## src/sv/gpg_pkg.sv

```systemverilog
// ----------------------------------------------------------------------------
// gpg_pkg
// Shared types, register indexes and sine-table helpers for the grid point generator.
// ----------------------------------------------------------------------------
package gpg_pkg;

	localparam int unsigned COUNT_BITS = 10;
	localparam int unsigned COORD_W = 32;
	localparam int unsigned ANGLE_W = 16;
	localparam int unsigned TRIG_W  = 18;

	typedef enum logic [2:0] {
		MODE_BOX    = 3'd0,
		MODE_SPHERE = 3'd1,
		MODE_XY     = 3'd2,
		MODE_XZ     = 3'd3,
		MODE_YZ     = 3'd4
	} grid_mode_t;

	typedef enum logic [2:0] {
		REG_MODE     = 3'd0,
		REG_COUNTS   = 3'd1,
		REG_ORIGIN_X = 3'd2,
		REG_ORIGIN_Y = 3'd3,
		REG_ORIGIN_Z = 3'd4,
		REG_STEP_X   = 3'd5,
		REG_STEP_Y   = 3'd6,
		REG_STEP_Z   = 3'd7
	} reg_idx_t;

	typedef struct packed {
		logic start;
		logic restart;
		logic [2:0] phase;
		logic emit;
	} gpg_cmd_t;

	typedef struct packed {
		logic done;
	} gpg_sts_t;

	// Quarter-wave sine entry for angle x (Q2.30 radians), Q1.16, Taylor series.
	function automatic logic [16:0] sine_entry(input longint x);
		longint term, sum, v;
		term = x;
		sum = x;
		for (int n = 1; n <= 6; n++) begin
			term = term * x / 64'sd1073741824;
			term = term * x / 64'sd1073741824;
			case (n)
				1: term = -term / 64'sd6;
				2: term = -term / 64'sd20;
				3: term = -term / 64'sd42;
				4: term = -term / 64'sd72;
				5: term = -term / 64'sd110;
				default: term = -term / 64'sd156;
			endcase
			sum = sum + term;
		end
		v = (sum >= 0) ? (sum + 8192) / 16384 : 0;
		if (v > 65536) begin
			v = 65536;
		end
		return v[16:0];
	endfunction

	// Half-away-from-zero rounded product of a signed value and a Q1.16 factor.
	function automatic logic signed [49:0] mul_round(input logic signed [49:0] a,
			input logic signed [TRIG_W-1:0] b);
		logic [49:0] ma;
		logic [16:0] mb;
		logic [66:0] p;
		logic neg;
		neg = a[49] ^ b[TRIG_W-1];
		ma = a[49] ? 50'(-a) : 50'(a);
		mb = b[TRIG_W-1] ? 17'(-b) : 17'(b);
		p = (67'(ma) * 67'(mb) + 67'd32768) >> 16;
		return neg ? -$signed(p[49:0]) : $signed(p[49:0]);
	endfunction

endpackage

```

## src/sv/gpg_ctrl.sv

```systemverilog
// ----------------------------------------------------------------------------
// gpg_ctrl
// Sequencer: accepts a request, steps the datapath, holds the result.
// ----------------------------------------------------------------------------
module gpg_ctrl (
	input  logic clk,
	input  logic arst_n,
	input  logic in_valid,
	input  logic in_advance,
	output logic in_ready,
	output logic out_valid,
	input  logic out_ready,
	output gpg_pkg::gpg_cmd_t cmd,
	input  gpg_pkg::gpg_sts_t sts
);
	import gpg_pkg::*;

	typedef enum logic [3:0] {
		ST_IDLE = 4'b0001,
		ST_CALC = 4'b0010,
		ST_OUT  = 4'b0100,
		ST_WAIT = 4'b1000
	} state_t;

	state_t state_q;
	logic [2:0] phase_q;

	assign in_ready  = (state_q == ST_IDLE);
	assign out_valid = (state_q == ST_WAIT);

	always_comb begin
		cmd.start   = in_valid && in_ready;
		cmd.restart = in_valid && in_ready && !in_advance;
		cmd.phase   = phase_q;
		cmd.emit    = (state_q == ST_OUT);
	end

	always_ff @(posedge clk or negedge arst_n) begin
		if (!arst_n) begin
			state_q <= ST_IDLE;
			phase_q <= '0;
		end else begin
			case (state_q)
				ST_IDLE: begin
					if (in_valid) begin
						state_q <= ST_CALC;
						phase_q <= '0;
					end
				end
				ST_CALC: begin
					phase_q <= phase_q + 3'd1;
					if (sts.done) begin
						state_q <= ST_OUT;
					end
				end
				ST_OUT: state_q <= ST_WAIT;
				ST_WAIT: begin
					if (out_ready) begin
						state_q <= ST_IDLE;
					end
				end
				default: state_q <= ST_IDLE;
			endcase
		end
	end
endmodule

```

## config.mk

```make
export PLATFORM = sky130hd
export DESIGN_NAME = gpg_ctrl
export DESIGN_NICKNAME = d
export VERILOG_FILES = /design/src/sv/gpg_pkg.sv /design/src/sv/gpg_ctrl.sv
export SDC_FILE = /design/constraint.sdc
export NUM_CORES = 1
export LEC_CHECK = 0
export BUFFER_PORTS_ARGS = -buffer_cell sky130_fd_sc_hd__buf_2
export CAP_MARGIN = 0
export CORE_AREA = 2 2 39 41
export DETAILED_ROUTE_END_ITERATION = 6
export DIE_AREA = 0 0 41 43
export REMOVE_ABC_BUFFERS = 1
export SKIP_CTS_REPAIR_TIMING = 1
export SLEW_MARGIN = 25
export SYNTH_ARGS = -nofsm -noshare
export SYNTH_HDL_FRONTEND = slang
export SYNTH_SLANG_ARGS = --single-unit
```

## constraint.sdc

```tcl
create_clock -name clk -period 2.25 [get_ports clk]
set_clock_uncertainty 0.2 [all_clocks]
set_input_delay 0.225 -clock clk [delete_from_list [all_inputs] [get_ports clk]]
set_output_delay 0.225 -clock clk [all_outputs]
set_load 0.005 [all_outputs]
```

# == After elaboration in Yosys (flattened, before gate mapping) ==
# Cells that the tools add are included.
# totals
out_inout_bits,8
ff_bits,7
in_bits,6
# op_classes
n_eq_ne,7
muxes,6
add_sub_neg,1
n_reduce_logical,6
# op_table
cell,n
4-bit one-hot mux with 4 select lines,1
4-bit 2-to-1 mux,3
3-bit one-hot mux with 2 select lines,1
4-bit by 1-bit equality test with 1-bit output (second input constant),1
4-bit by 2-bit equality test with 1-bit output (second input constant),1
4-bit by 3-bit equality test with 1-bit output (second input constant),1
4-bit equality test (second input constant),1
2-bit inequality test (second input constant),2
3-bit by 1-bit adder with 3-bit output (second input constant),1
3-bit 2-to-1 mux,1
3-bit AND reduction,1
1-bit logical AND,2
2-bit by 1-bit inequality test with 1-bit output (second input constant),1
2-bit AND reduction,1
2-bit nonzero test,1
1-bit zero test,1

# == Logic depth before layout (Yosys ltp) ==
# Gate-level depths: netlist of run 1.
# depth
ltp_word,3
depth_mapped,4

# == Worst setup path before layout of run 1 ==
# OpenSTA, ideal clock, no wires.
# synth_path
path_kind,reg-to-output
startpoint,register state_q[0]
endpoint,output cmd[4] in the netlist's numbering
path_slack_ps,767
path_stages_with_launch,4
n_path_buf,0
arrival_time_ps,1058
required_time_ps,1825
path_cell_list,dfstp_2 > nor4b_4 > nand2_1 > nor2_1
# synth_lines
item,line,source
from (decl),gpg_ctrl.sv:25,state_t state_q;
from (signal assigned),gpg_ctrl.sv:40,state_q <= ST_IDLE;
from (signal assigned),gpg_ctrl.sv:46,state_q <= ST_CALC;
from (signal assigned),gpg_ctrl.sv:53,state_q <= ST_OUT;
to (decl),gpg_ctrl.sv:13,"output gpg_pkg::gpg_cmd_t cmd,"

==> results of run 1 <==
[worst max-delay path by stage]
stage	from	end	slack (ns)	cells after the start
after floorplan	state_q[0]$_DFFE_PN1P_	cmd[4]	0.77	3
after global placement	state_q[0]$_DFFE_PN1P_	cmd[4]	0.66	4
after detailed placement	state_q[0]$_DFFE_PN1P_	cmd[5]	0.64	4
after CTS	state_q[0]$_DFFE_PN1P_	cmd[5]	0.36	4
after global routing	state_q[0]$_DFFE_PN1P_	cmd[5]	0.28	4
final	state_q[0]$_DFFE_PN1P_	cmd[5]	0.38	4
[metrics by stage]
step	instance area [um2]	setup WS [ns]	hold slack, ns	utilization, %	instances
final	515	0.384	0.0489	37.3	70
after CTS	495	0.363	-0.404	35.8	68
after global placement	469	0.661	-0.135	33.9	64
after global routing	515	0.279	0.0701	37.3	70
after floorplan	384	0.767	-0.271	-	35
after detailed placement	469	0.638	-0.134	33.9	64
[cells in the final DEF, fill, tap and decap left out, drive strengths merged]
cell         instances
a21o                 1
and2                 1
and3                 1
buf                 13
clkbuf               4
dfrtp                6
dfstp                1
dlygate4sd3          2
ha                   1
inv                  2
nand2                4
nand2b               1
nor2                 3
nor2b                1
nor3b                2
nor4                 1
nor4b                3
o21a                 1
o21ai                4
o31ai                1
or4b                 1
[power groups by stage]
stage / sequential [mW] / clock (mW) / combinational (mW)
floorplan: 0.223 / 0 / 0.132
global placement: 0.229 / 0 / 0.198
detailed placement: 0.233 / 0 / 0.200
CTS: 0.230 / 0.117 / 0.205
global route: 0.238 / 0.120 / 0.224
finish: 0.230 / 0.114 / 0.203
[kinds of logic after synthesis]
logic type | Yosys count | synth area share (%)
AOI/OAI and AO/OA | 7 | 11.1
adders and majority gates | 1 | 3.26
buffers and inverters | 2 | 1.95
DFF | 7 | 45.9
and+or+nand+nor | 18 | 37.8
[state kept, by name (all words and copies together), names as in the netlist]
signal / cells
state_q: 4
phase_q: 3
[cell type report]
cell class | count | area, um2
Fill cell | 146 | 868
Inverter | 2 | 7.51
Multi-Input combinational cell | 26 | 200
Sequential cell | 7 | 176
Clock buffer | 4 | 26.3
Timing Repair Buffer | 15 | 85.1
Tap cell | 16 | 20.0
[worst reg2reg max path: stages, from the launching register on]
cell and delay (ns):
dfrtp_1 0.48, or4b_1 0.60, nand2_1 0.11, o21ai_1 0.06
[routing by layer]
| metal | wire length (um) | share of wire [%] |
|---|---|---|
| met1 | 380 | 47 |
| met2 | 382 | 47 |
| met3 | 24 | 3.0 |
| met4 | 18 | 2.2 |
| met5 | 0 | 0 |
==> out/qor.txt, run 1 <==
result of the run: complete, no violations
startpoint of the lowest-slack hold path: out_ready
Die Area: 1760 um2
first-pass GRT wire length: 1240 um
depth of the worst register-to-register path: 3
TritonCTS clock tree: done
most frequent cell after synthesis: dfrtp_1
count of boundary I/O pins: 14
unrepaired setup endpoints after global routing: no
level count of the clock H-tree: 1
Placement Rows: 14
clock network latency to the later pin of the worst-skew pair: 0.25 ns
clock network power share: 20.8%
number of clock sinks: 7
area delta synth->final: 34.2%
per-cell routed wire length: 11.5 um
count of vias placed by the detailed router: 339
number of max-cap violations: 0
GR Util All Layers: 10.6%
Clock Root Buffer: clkbuf_4
via count of the first global-routing pass: 300
top cells by area in the synthesized netlist: dfrtp_1 (39%), nor4b_4 (12%), dfstp_2 (6.8%)
met3 track demand over resource: 3.14%
actual slew at the worst max-slew pin: 0.353 ns
switching share of total power: 35.6%
leakage power total: 0.263 nW
post-CTS clock slew at the launch and capture registers of the worst setup and hold paths: 0.05 ns
number of cells on the worst hold path: 3
Req. time, crit path: 1.82 ns
final antenna diode count: 0
internal power of the cells: 352 uW
startpoint class of the critical path: flip-flop
most numerous cell types in the synthesized netlist: dfrtp_1 (6), nand2_1 (4), nor2_1 (3), o21ai_1 (3)
Async SR Flop Fraction: 100%
die extent in y: 43 um
critical path buffer and inverter count: 2
Synth cell types: 21
worst setup path class: reg -> out
pin count of the biggest net entering global routing: 8
sequential cell fraction of total power: 42.1%
predominant post-synthesis flop cell: dfrtp_1
Worst VDD drop: 0.467 mV
slowest stage cell on the critical path: dfstp_2
Synthesis Warnings: 0
layout cells sized above 1: 38.9%
total power: 546 uW
fin nets: 62
initial DRC count: 5
Logic pwr share: 37.1%
total of flip-flops plus latches after synthesis: 7
Final min period: 1.87 ns
sequence of cells on the critical path: nor4b_4, nand2_1, inv_2, buf_2
Final Routed Wirelength: 805 um
RR Endpoint: phase_q[0]$_DFFE_PN0P_
DRC violations left: 0
peak-usage layer in the global routing report: met2
CTS max path bufs: 2
initial standard-cell utilization of the core: 27.8%
Routed Antenna Nets: 0
cell area after synthesis: 384 um2
share of the clock period used by the worst path after layout: 82.9%
instance count of the mapped netlist: 35
number of pins exceeding their max-slew limit in the final report: 0
cell taking the most area after synthesis: dfrtp_1
GRT met2 Usage: 14.1%
Setup-failing EPs final: 0
total congestion overflow: 0
portion of the post-synthesis area used by sequential elements: 45.9%
number of enable flip-flop cells after synthesis: 0
worst r2r src: state_q[3]$_DFFE_PN0P_
total count of hold-check failures in the final report: 0
HPWL Detailed: 574 um
CTS Buf Count: 3
vias per cell: 4.84
sort of element at the end of the critical path: output port
power density relative to cell area: 1060 nW/um2
count of buffers from port buffering: 13
worst slew slack as a fraction of its limit: 76.2%
sum of negative setup slack: 0 ns
Avg Inst Size Synth: 11.0 um2
global routing usage on met1: 13.7%
Max Clk Rate: 536 MHz
delay of the slowest critical-path stage: 0.59 ns
switching pwr: 194 uW
drt first pass iters: 4
placer's final routability congestion estimate: 0.738
area share of the leading cell type in the synthesized netlist: 39.1%
Worst Hold Class: in -> reg
area of the core: 1380 um2
Critical Path Fanout Max: 6
number of antenna violations at the first check in global routing: 0
Hold EP: state_q[3]$_DFFE_PN0P_
CP arrival: 1.44 ns
cell family contributing the most delay on the critical path: flip-flops
Horiz. Die Dim: 41 um
reg-to-reg slack, setup: 0.68 ns
(Power assumes the default switching activity.)
==> run 2: changes to the inputs <==
clock period = 1.8 ns   (was 2.25 ns; I/O delays follow)
==> run 2 against run 1 <==
Critical path depth did not move. Combinational power rose by 63%. Sequential power rose by 24%. Cell count rose by 7.1%. Hold slack got worse by 0.044 ns. Via count rose by 5.9%. Clock power rose by 25%. Cell area rose by 8.5%. Die area did not move.
==> out/qor.txt, run 2 (synthesized netlist as in run 1, its figures left out) <==
HPWL Detailed: 574 um (unchanged)
level count of the clock H-tree: 1 (unchanged)
total placed instance area: 469 um2 (unchanged)
total count of hold-check failures in the final report: 0 (unchanged)
post-CTS clock slew at the launch and capture registers of the worst setup and hold paths: 0.05 ns (about the same)
area of the core: 1380 um2 (unchanged)
worst setup path class: reg -> out (unchanged)
final std cells w/o fill: 75 (was 70)
worst r2r src: state_q[3]$_DFFE_PN0P_ (unchanged)
fin nets: 67 (was 62)
worst slew slack as a fraction of its limit: 76.1% (was 76.2%)
Worst Hold Class: in -> reg (unchanged)
Max Clk Rate: 573 MHz
number of antenna violations at the first check in global routing: 0 (unchanged)
critical path buffer and inverter count: 2 (unchanged)
TritonCTS clock tree: done (unchanged)
Horiz. Die Dim: 41 um (unchanged)
count of placed standard cells including taps: 64 (unchanged)
most frequent standard cell in the layout excluding fill and tap cells: buf_2 (unchanged)
slowest stage cell on the critical path: dfstp_2 (unchanged)
initial standard-cell utilization of the core: 27.8% (unchanged)
Hold EP: state_q[3]$_DFFE_PN0P_ (unchanged)
via count of the first global-routing pass: 300 (unchanged)
power density relative to cell area: 1350 nW/um2 (was 1060 nW/um2)
Worst VDD drop: 0.575 mV (was 0.467 mV)
count of vias placed by the detailed router: 359 (was 339)
commonest cells after routing, fill and taps aside: buf_2 (13), buf_4 (5) (was buf_2 (13), dfrtp_1 (6), nand2_1 (4))
pin count of the biggest net entering global routing: 8 (unchanged)
cell family contributing the most delay on the critical path: flip-flops (unchanged)
number of cells on the worst hold path: 3 (unchanged)
number of clock sinks: 7 (unchanged)
per-cell routed wire length: 11.3 um (was 11.5 um)
sort of element at the end of the critical path: output port (unchanged)
placer's final routability congestion estimate: 0.738 (unchanged)
startpoint of the lowest-slack hold path: out_ready (unchanged)
leakage power total: 0.284 nW (was 0.263 nW)
Regs by FF count: state_q (4), phase_q (3) (unchanged)
reg-to-reg slack, setup: 0.26 ns (was 0.68 ns)
Setup-failing EPs final: 0 (unchanged)
Final Routed Wirelength: 844 um (was 805 um)
first-pass GRT wire length: 1240 um (unchanged)
depth of the worst register-to-register path: 3 (unchanged)
fillcell total: 139 (was 146)
CP arrival: 1.36 ns (was 1.44 ns)
sequence of cells on the critical path: nor4b_4, nand2_2, inv_2, buf_2 (was nor4b_4, nand2_1, inv_2, buf_2)
final antenna diode count: 0 (unchanged)
GR Util All Layers: 10.6% (unchanged)
number of max-cap violations: 0 (unchanged)
Placement Rows: 14 (unchanged)
clock network latency to the later pin of the worst-skew pair: 0.25 ns (about the same)
DRC violations left: 0 (unchanged)
initial DRC count: 2 (was 5)
Critical Path Fanout Max: 5 (was 6)
total power: 757 uW (was 546 uW)
Req. time, crit path: 1.42 ns (was 1.82 ns)
delay of the slowest critical-path stage: 0.56 ns (was 0.59 ns)
unrepaired setup endpoints after global routing: yes (was no)
actual slew at the worst max-slew pin: 0.354 ns (was 0.353 ns)
Die Area: 1760 um2 (unchanged)
result of the run: complete, no violations (unchanged)
Final min period: 1.74 ns
die extent in y: 43 um (unchanged)
most flop-heavy register: state_q (unchanged)
CTS max path bufs: 2 (unchanged)
startpoint class of the critical path: flip-flop (unchanged)
layout cells sized above 1: 50.8% (was 38.9%)
flip-flop count of the largest register after layout: 4 (unchanged)
drt first pass iters: 4 (unchanged)
number of pins exceeding their max-slew limit in the final report: 0 (unchanged)
count of buffers from port buffering: 13 (unchanged)
Clock Root Buffer: clkbuf_4 (unchanged)
CTS Buf Count: 3 (unchanged)
worst-case hold slack: 0.00450 ns (was 0.0489 ns)
share of the clock period used by the worst path after layout: 96.9%
total congestion overflow: 0 (unchanged)
RR Endpoint: phase_q[0]$_DFFE_PN0P_ (unchanged)
Routed Antenna Nets: 0 (unchanged)
Final Instance Area: 559 um2 (was 515 um2)
area delta synth->final: 45.6% (was 34.2%)
vias per cell: 4.79 (was 4.84)
count of boundary I/O pins: 14 (unchanged)
-- run 2: worst register-to-register path, stage by stage, from the launching register on --
cell and delay (ns):
dfrtp_2 0.47, or4b_1 0.59, nand2_1 0.11, o21ai_1 0.06
-- run 2: area by class of cell --
class                      count  area [um2]  share of cell area (%)
clock buffer                   4        26.3                    4.70
sequential                     7         180                    32.2
timing repair buffer          20         123                    21.9
multi-input combinational     26         203                    36.2
tap                           16        20.0                    3.58
inverter                       2        7.51                    1.34
-- run 2: per-layer routing --
layer	up-vias	global-route usage, %	wire length [um]
met4	0	8.00	12
li1	172	-	-
met2	10	14.1	394
met1	175	13.7	410
met3	2	3.14	25
met5	-	0	0
-- run 2: where the power goes --
part           internal [mW]  leakage (nW)  switching, mW
clock network         0.0846        0.0150         0.0570
logic                  0.196         0.181          0.135
registers              0.216        0.0874         0.0685
total                  0.497         0.284          0.260
-- run 2: how the worst max path moves through the flow --
stage,start,endpoint,slack [ns],cells past startpoint
after floorplan,state_q[3]$_DFFE_PN0P_,phase_q[0]$_DFFE_PN0P_,0.35,3
after global placement,state_q[0]$_DFFE_PN1P_,cmd[4],0.26,4
after detailed placement,state_q[0]$_DFFE_PN1P_,cmd[5],0.23,4
after CTS,state_q[0]$_DFFE_PN1P_,cmd[5],-0.04,4
after global routing,state_q[0]$_DFFE_PN1P_,cmd[4],-0.02,4
final,state_q[0]$_DFFE_PN1P_,cmd[5],0.06,4
-- run 2: per-stage QoR --
step | utilization (%) | setup TNS [ns] | setup WS (ns)
finish | 40.4 | 0 | 0.0562
CTS | 35.8 | -0.0746 | -0.0422
global route | 40.4 | -0.0327 | -0.0199
floorplan | - | 0 | 0.349
detailed placement | 33.9 | 0 | 0.233
global placement | 33.9 | 0 | 0.256
